## src/hw/rtl/triangle_metrics_unit_assert.svh

```systemverilog
// ----------------------------------------------------------------------------
// Assertion macros for triangle_metrics_unit
// Implication checks on clk_i, disabled while rst_ni is low.
// ----------------------------------------------------------------------------
`ifndef TRIANGLE_METRICS_UNIT_ASSERT_SVH
`define TRIANGLE_METRICS_UNIT_ASSERT_SVH

// same-cycle implication
`define TMU_ASSERT_IMP(lbl, ante, cons, msg) \
  lbl: assert property (@(posedge clk_i) disable iff (!rst_ni) (ante) |-> (cons)) else $error(msg);

// next-cycle implication
`define TMU_ASSERT_NXT(lbl, ante, cons, msg) \
  lbl: assert property (@(posedge clk_i) disable iff (!rst_ni) (ante) |=> (cons)) else $error(msg);

`endif

```

## src/hw/rtl/tmu_sqrt_pipe.sv

```systemverilog
// ----------------------------------------------------------------------------
// tmu_sqrt_pipe
// Pipelined integer square root, one root bit per stage, several lanes
// sharing one valid and one sideband.
// ----------------------------------------------------------------------------
module tmu_sqrt_pipe #(
  parameter int unsigned LANES  = 1,
  parameter int unsigned RAD_W  = 8,
  parameter int unsigned SIDE_W = 1
) (
  input  logic                              clk_i,
  input  logic                              rst_ni,
  input  logic                              en_i,
  input  logic                              valid_i,
  input  logic [LANES-1:0][RAD_W-1:0]       rad_i,
  input  logic [SIDE_W-1:0]                 side_i,
  output logic                              valid_o,
  output logic [LANES-1:0][RAD_W/2-1:0]     root_o,
  output logic [SIDE_W-1:0]                 side_o
);
  localparam int unsigned ROOT_W = RAD_W / 2;

  logic [ROOT_W:0]                   vld_q;
  logic [LANES-1:0][RAD_W-1:0]       rem_q  [ROOT_W+1];
  logic [LANES-1:0][ROOT_W-1:0]      root_q [ROOT_W+1];
  logic [SIDE_W-1:0]                 side_q [ROOT_W+1];

  // (2q + 2^b) * 2^b with q holding only bits above b
  function automatic logic [RAD_W-1:0] trial_f(input logic [ROOT_W-1:0] q, input int b);
    trial_f = (RAD_W'(q) << (b + 1)) | (RAD_W'(1) << (2 * b));
  endfunction

  always_ff @(posedge clk_i or negedge rst_ni) begin
    if (!rst_ni) begin
      vld_q <= '0;
    end else if (en_i) begin
      vld_q <= {vld_q[ROOT_W-1:0], valid_i};
    end
  end

  always_ff @(posedge clk_i) begin
    if (en_i) begin
      rem_q[0]  <= rad_i;
      root_q[0] <= '0;
      side_q[0] <= side_i;
      for (int s = 0; s < ROOT_W; s++) begin
        side_q[s+1] <= side_q[s];
        for (int l = 0; l < LANES; l++) begin
          if (rem_q[s][l] >= trial_f(root_q[s][l], ROOT_W - 1 - s)) begin
            rem_q[s+1][l]  <= rem_q[s][l] - trial_f(root_q[s][l], ROOT_W - 1 - s);
            root_q[s+1][l] <= root_q[s][l] | (ROOT_W'(1) << (ROOT_W - 1 - s));
          end else begin
            rem_q[s+1][l]  <= rem_q[s][l];
            root_q[s+1][l] <= root_q[s][l];
          end
        end
      end
    end
  end

  assign valid_o = vld_q[ROOT_W];
  assign root_o  = root_q[ROOT_W];
  assign side_o  = side_q[ROOT_W];

endmodule

```

## config.mk

```make
export PLATFORM = sky130hd
export DESIGN_NAME = tmu_sqrt_pipe
export DESIGN_NICKNAME = d
export VERILOG_FILES = /design/src/hw/rtl/triangle_metrics_unit_assert.svh /design/src/hw/rtl/tmu_sqrt_pipe.sv
export SDC_FILE = /design/constraint.sdc
export NUM_CORES = 1
export LEC_CHECK = 0
export BUFFER_PORTS_ARGS = -buffer_cell sky130_fd_sc_hd__buf_4
export CORE_MARGIN = 4
export CORE_UTILIZATION = 58
export DETAILED_ROUTE_END_ITERATION = 10
export PLACE_DENSITY_LB_ADDON = 0.12
export SETUP_SLACK_MARGIN = 0.1
export SYNTH_ARGS = -nofsm -noshare
export SYNTH_HDL_FRONTEND = slang
export SYNTH_SLANG_ARGS = --single-unit
```

## constraint.sdc

```tcl
create_clock -name clk_i -period 2.55 [get_ports clk_i]
set_input_delay 0.255 -clock clk_i [delete_from_list [all_inputs] [get_ports clk_i]]
set_output_delay 0.255 -clock clk_i [all_outputs]
set_load 0.005 [all_outputs]
```

==> results.py, run 1 <==
metrics = {
    "detailed_routing": {
        "routedWlPerCell_um": 14.03,
        "vias": 1144,
        "totalWireLength_um": 2947,
        "ant_nets": 0,
        "avgViaCountPerCell": 5.448,
        "drt_pass1_iterations": 4,
        "drt-initial-drc-count": 58,
        "drc_errors": 0,
    },
    "synth": {
        "yosys_register_bits": 52,
        "yosys-top-cells-count": "47 x edfxtp_1, 15 x inv_1, 11 x ha_1",
        "syn-cell-area_um2": 2162,
        "yosysWarnings": 0,
        "synthTopCellsByArea": "edfxtp_1 65%, ha_1 6.4%, dfrtp_1 5.8%, mux2_2 3.6%, inv_1 2.6%",
        "synth_top_area_frac": 0.6528,
        "synth.most_common_cell": "edfxtp_1",
        "ys_seq_area_frac": 0.7106,
        "synth_edf_count": 47,
        "async_flop_share": 0.09615,
        "synth_area_per_cell_um2": 15.33,
        "syn_inst": 141,
        "ys_types": 30,
        "synth_nets": 165,
        "synthFlopType": "edfxtp_1",
        "synth_top_area_cell": "edfxtp_1",
    },
    "timing": {
        "rsz0062_at_grt": "no",
        "hold_slack_ps": 125.6,
        "fin_tns_setup_ps": 0,
        "tightest_slew_ps": 443.0,
        "fin_crit_ps": 2078,
        "max_clock_freq_mhz": 481.3,
        "finalSetupViolCount": 0,
        "fin_skew_ps": 3.565,
        "drv_slew": 0,
        "relSlewSlack": 0.7040,
        "hold_viol": 0,
        "post-route-period-util": 0.8148,
    },
    "cells_and_area": {
        "num_antenna_cells": 0,
        "finish.utilization": 0.7089,
        "fin_nets": 187,
        "drive_above_1_share": 0.2317,
        "multiInputGateArea_um2": 545.5,
        "fin_cells": 210,
        "area_delta_synth_final_pct": 13.72,
        "nFillCells": 257,
        "register_area_um2": 1536,
    },
    "global_route": {
        "grt.overflow.total": 0,
        "grt_max_degree": 30,
        "met2_usage": 0.2458,
        "use_met1": 0.1410,
        "grt_first_pass_wirelength_um": 5161,
        "grt_pass1_vias": 1192,
        "top_usage_layer": "met2",
        "antenna_found_initial": 0,
        "use_met3": 0.04070,
        "grt_usage": 0.1404,
    },
    "setup_path": {
        "startpoint": "rem_q[2][3]",
        "worstReg2RegStart": "rem_q[2][3]",
        "crit_arrival_ps": 2130,
        "crit-reg2reg-capture": "rem_q[3][5]",
        "slowest_stage": "nor3b_1",
        "endpoint_kind": "flip-flop",
        "r2r_cells": 7,
        "crit_path_end": "rem_q[3][5]",
        "worst-path-max-fanout": 5,
        "cp_cell_sequence": "inv_1 -> ha_1 -> nor3b_1 -> nand2b_1 -> a21oi_1 -> inv_2 -> mux2_2",
        "r2r_slack_ps": 470,
        "max_stage_delay_ps": 400,
        "required_ps": 2600,
        "crit_type": "flip-flop to flip-flop",
        "start_kind": "flip-flop",
    },
    "clocking": {
        "cts-root-buf": "clkbuf_8",
        "cts.sinks": 52,
        "clk_latency_ps": 300,
        "path_clk_slew_ps": 80,
        "htree_levels": 2,
        "tritoncts": "done",
        "numCtsBuffers": 5,
        "postCtsSetupRepairBufs": 0,
        "cts_max_path_buffers": 2,
        "cts_hold_buffers": 1,
        "cts_resized": 0,
    },
    "power_and_ir_drop": {
        "vdd_drop_max_v": 0.0004727,
        "power_leakage_nw": 0.9809,
        "power-per-cell-area_nw_per_um2": 730.1,
        "p_total_mw": 1.795,
    },
    "hold_path": {
        "hp-class": "input pin to flip-flop",
        "hold_depth": 1,
    },
    "floorplanning": {
        "start_util": 0.6234,
        "ios": 19,
        "core_um2": 3468,
        "die_x_um": 69.06,
        "die_area_um2": 4769,
        "fp-row-count": 21,
        "die_y_um": 69.06,
    },
    "place": {
        "place_congestion": 0.8066,
        "place_inst": 201,
        "port_buffers": 18,
        "dp_hpwl_um": 2095,
    },
    "flow_run": {
        "max_cap_viol_count": 0,
    },
    "outcome": {
        "status": "finished, final reports clean",
    },
}
==> cells in the final DEF (no fill, tap or decap) <==
cell           instances
nor3b_2                1
edfxtp_1              47
xor2_1                 1
xnor2_1                5
a21o_1                 1
a31o_2                 1
inv_1                 15
o211ai_4               1
mux2_2                 7
dfrtp_1                5
clkinv_1               2
nand3b_2               1
inv_2                  1
buf_4                 19
nand2b_1               2
dlygate4sd3_1          1
or2b_1                 1
mux2i_1                1
o21ai_0                3
a21oi_1                7
nor3b_1                1
nand2_1                5
o221ai_1               1
a31oi_1                1
nor2_1                 8
bufinv_16              1
nor3_1                 2
or4b_4                 1
o21a_1                 3
clkbuf_8               5
ha_1                  11
nand3_1                1
nand4_1                2
==> critical path, delay by kind of cell, from the launching register on <==
kind                       cells  cell delay, ps
buffers and inverters          2             260
DFF                            1             390
muxes                          1             340
AOI/OAI and AO/OA              1             110
adders and majority gates      1             160
and+or+nand+nor                2             570
==> metrics by stage <==
| step | setup WS [ps] | area, µm² |
|---|---|---|
| after global placement | 627.0 | 2342 |
| final | 472.2 | 2459 |
| after floorplan | 664.4 | 2162 |
| after CTS | 491.9 | 2459 |
| after detailed placement | 538.9 | 2342 |
| after global routing | 372.8 | 2459 |
==> cell type report <==
cell class              instances  area share
multi-input cells              68      0.2219
repair buffers                 20     0.06209
clock inverters                 3     0.01527
clock buffers                   5     0.02799
inverters                      16     0.02443
well taps                      46     0.02341
flip-flops and latches         52      0.6249
==> cell families (layout without fill, tap and decap cells) <==
family / count (synthesis) / after routing / synth area share
AO/OA/AOI/OAI: 18 / 18 / 0.05787
XOR/XNOR: 6 / 6 / 0.02431
adder cells (fa/ha/maj): 11 / 11 / 0.06366
buffers and inverters: 21 / 44 / 0.03703
flip-flops: 52 / 52 / 0.7106
multiplexers: 8 / 8 / 0.04109
AND/OR/NAND/NOR: 25 / 25 / 0.06539
==> state kept, by name (all words and copies together) (netlist names) <==
signal,flops
side_q,5
vld_q,5
root_q,10
rem_q,32
==> report_power, final <==
group	leakage (nW)	switching [mW]	internal [mW]
clock network	0.0532	0.243	0.286
logic	0.419	0.101	0.104
registers	0.509	0.0359	1.03
total	0.981	0.380	1.41
==> how the worst min path moves through the flow <==
stage / start / endpoint / slack [ps]
floorplan: rst_ni / vld_q[0] / -40
global placement: rst_ni / vld_q[4] / 60
detailed placement: rst_ni / vld_q[2] / 60
CTS: rad_i[5] / rem_q[0][5] / 120
global route: rad_i[5] / rem_q[0][5] / 110
finish: rad_i[7] / rem_q[0][7] / 130
==> metal layers <==
layer	up-vias	wire (µm)
met5	-	0
met4	0	71
met3	7	192
met2	43	1595
met1	545	1088
li1	549	-
(Power assumes the default switching activity.)
==> run 2, diff against run 1 <==
--- a/config.mk
+++ b/config.mk
@@ -5,6 +5,7 @@
 export SDC_FILE = /design/constraint.sdc
 export NUM_CORES = 1
 export LEC_CHECK = 0
+export ABC_AREA = 1
 export BUFFER_PORTS_ARGS = -buffer_cell sky130_fd_sc_hd__buf_4
 export CORE_MARGIN = 4
 export CORE_UTILIZATION = 58
==> constraint.sdc (replaced) <==
create_clock -name clk_i -period 2.1 [get_ports clk_i]
set_input_delay 0.21 -clock clk_i [delete_from_list [all_inputs] [get_ports clk_i]]
set_output_delay 0.21 -clock clk_i [all_outputs]
set_load 0.005 [all_outputs]
==> run 2 against run 1 <==
Setup slack worse by 8.0 ps. Sequential cell count did not move. Clock power rose by 24%. Critical endpoint is now rem_q[3][4]. Largest cell class unchanged.
==> results.py, run 2 <==
metrics = {
    "outcome": {
        "status": "finished, final reports clean",
    },
    "power_and_ir_drop": {
        "power_leakage_nw": 1.126,
        "power-per-cell-area_nw_per_um2": 850.9,
        "vdd_drop_max_v": 0.0005097,
    },
    "setup_path": {
        "crit_type": "flip-flop to flip-flop",
        "max_stage_delay_ps": 420,
        "start_kind": "flip-flop",
        "worst-path-max-fanout": 8,
        "crit_arrival_ps": 1700,
        "r2r_slack_ps": 460,
        "endpoint_kind": "flip-flop",
        "crit_path_end": "rem_q[3][4]",
        "critPathMostFrequentCell": "nand2_1",
        "required_ps": 2160,
        "startpoint": "rem_q[2][4]",
        "cp_cell_sequence": "ha_1 -> nand2_1 -> nor2_2 -> nor2_4 -> nand3_4 -> nand2_1 -> nand2_1",
        "slowest_stage": "edfxtp_1",
        "worstReg2RegStart": "rem_q[2][4]",
        "r2r_cells": 7,
        "crit-reg2reg-capture": "rem_q[3][4]",
    },
    "synth": {
        "synthFlopType": "edfxtp_1",
        "synthTopCellsByArea": "edfxtp_1 62%, nand2_1 6.7%, ha_1 6.0%, dfrtp_1 5.5%, inv_1 4.6%",
        "yosysWarnings": 0,
        "ys_seq_area_frac": 0.6732,
        "synth_top_area_cell": "edfxtp_1",
        "synth_edf_count": 47,
        "async_flop_share": 0.09615,
        "synth_nets": 210,
        "yosys_register_bits": 52,
        "synth_top_area_frac": 0.6184,
        "synth.most_common_cell": "edfxtp_1",
        "ys_types": 27,
        "synth_area_per_cell_um2": 12.27,
        "syn_inst": 186,
        "syn-cell-area_um2": 2282,
        "yosys-top-cells-count": "47 x edfxtp_1, 41 x nand2_1, 28 x inv_1",
    },
    "cells_and_area": {
        "num_antenna_cells": 0,
        "nFillCells": 276,
        "layout_common_cells": "47 x edfxtp_1, 41 x nand2_1, 28 x inv_1",
        "reg_top3": "rem_q (32), root_q (10)",
        "top_register": "rem_q",
        "fin_cells": 257,
        "largest_reg_flops": 32,
        "fin_nets": 232,
        "area_delta_synth_final_pct": 13.05,
        "drive_above_1_share": 0.2057,
        "finish.utilization": 0.6892,
        "final_common_cell": "edfxtp_1",
    },
    "clocking": {
        "tritoncts": "done",
        "cts_max_path_buffers": 2,
        "numCtsBuffers": 5,
        "cts_resized": 0,
        "postCtsSetupRepairBufs": 0,
        "cts.sinks": 52,
        "htree_levels": 2,
        "cts-root-buf": "clkbuf_8",
        "path_clk_slew_ps": 90,
        "clk_latency_ps": 300,
    },
    "global_route": {
        "grt_first_pass_wirelength_um": 5533,
        "grt_pass1_vias": 1293,
        "grt.overflow.total": 0,
        "antenna_found_initial": 0,
        "grt_max_degree": 31,
        "grt_usage": 0.1425,
    },
    "timing": {
        "rsz0062_at_grt": "no",
        "fin_tns_setup_ps": 0,
        "fin_skew_ps": 3.849,
        "post-route-period-util": 0.7790,
        "finalSetupViolCount": 0,
        "hold_viol": 0,
        "fin_crit_ps": 1636,
        "relSlewSlack": 0.7495,
        "tightest_slew_ps": 375.8,
        "max_clock_freq_mhz": 611.3,
        "drv_slew": 0,
    },
    "detailed_routing": {
        "ant_nets": 0,
        "avgViaCountPerCell": 5.035,
        "totalWireLength_um": 3189,
        "drt-initial-drc-count": 89,
        "drt_pass1_iterations": 4,
        "routedWlPerCell_um": 12.41,
        "drc_errors": 0,
        "vias": 1294,
    },
    "place": {
        "dp_hpwl_um": 2403,
        "port_buffers": 18,
        "place_inst": 248,
        "place_congestion": 0.8836,
    },
    "floorplanning": {
        "die_x_um": 70.73,
        "core_um2": 3744,
        "die_area_um2": 5003,
        "fp-row-count": 22,
        "die_y_um": 70.73,
        "start_util": 0.6096,
        "ios": 19,
    },
    "flow_run": {
        "max_cap_viol_count": 0,
    },
    "hold_path": {
        "hp-class": "input pin to flip-flop",
    },
}
[run 2: cells by family (layout without fill, tap and decap cells)]
group,after synthesis,after routing,synth area share
AO/OA/AOI/OAI,12,12,0.02796
XOR/XNOR,3,3,0.01152
adder cells (fa/ha/maj),11,11,0.06031
buffers and inverters,36,59,0.06085
flip-flops,52,52,0.6732
AND/OR/NAND/NOR,72,72,0.1661
[run 2: critical path: cells and delay by family (launching register included)]
family / cells / cell delay [ps]
simple gates: 6 / 640
flops: 1 / 420
fa+ha+maj: 1 / 350
[run 2: worst min-delay path by stage]
stage              from           to  depth (start not counted)
4_1_cts        rad_i[4]  rem_q[0][4]                          1
3_3_place_gp     rst_ni     vld_q[0]                          1
5_1_grt        rad_i[5]  rem_q[0][5]                          1
2_1_floorplan    rst_ni     vld_q[0]                          0
6_report       rad_i[7]  rem_q[0][7]                          1
3_5_place_dp     rst_ni     vld_q[3]                          1
[run 2: final cells by class]
| cell class | instances | area (µm²) | area share |
|---|---|---|---|
| clock buffers | 6 | 72.57 | 0.02813 |
| clock inverters | 2 | 35.03 | 0.01358 |
| inverters | 31 | 116.4 | 0.04510 |
| multi-input cells | 98 | 606.8 | 0.2352 |
| flip-flops and latches | 52 | 1536 | 0.5955 |
| well taps | 48 | 60.06 | 0.02328 |
| repair buffers | 20 | 152.6 | 0.05917 |
[run 2: metal layers]
layer / global-route usage / wire (µm)
met1: 0.1549 / 1189
met3: 0.04403 / 147
met5: 0 / 0
met4: 0.07307 / 106
met2: 0.2492 / 1745
[run 2: through the flow]
step / area, µm² / setup slack (ps) / total power [mW] / hold slack (ps)
6_report: 2580 / 464.2 / 2.195 / 80.20
5_1_grt: 2580 / 346.8 / 2.319 / 57.11
4_1_cts: 2580 / 447.8 / 2.216 / 71.04
3_5_place_dp: 2462 / 479.6 / 1.565 / 15.80
3_3_place_gp: 2462 / 564.7 / 1.540 / 10.41
2_1_floorplan: 2282 / 631.3 / 1.478 / -85.59
[run 2: timing repair]
| item | 4_1_cts | 5_1_grt |
|---|---|---|
| endpoints found under the hold margin | 5 | 0 |
| hold buffers | 1 | 0 |
| setup endpoints to repair | 0 | 0 |
[run 2: power by group]
| group | leakage [nW] | internal, mW | switching, mW |
|---|---|---|---|
| Sequential | 0.514 | 1.24 | 0.0404 |
| Clock | 0.0552 | 0.354 | 0.304 |
| Combinational | 0.557 | 0.109 | 0.154 |
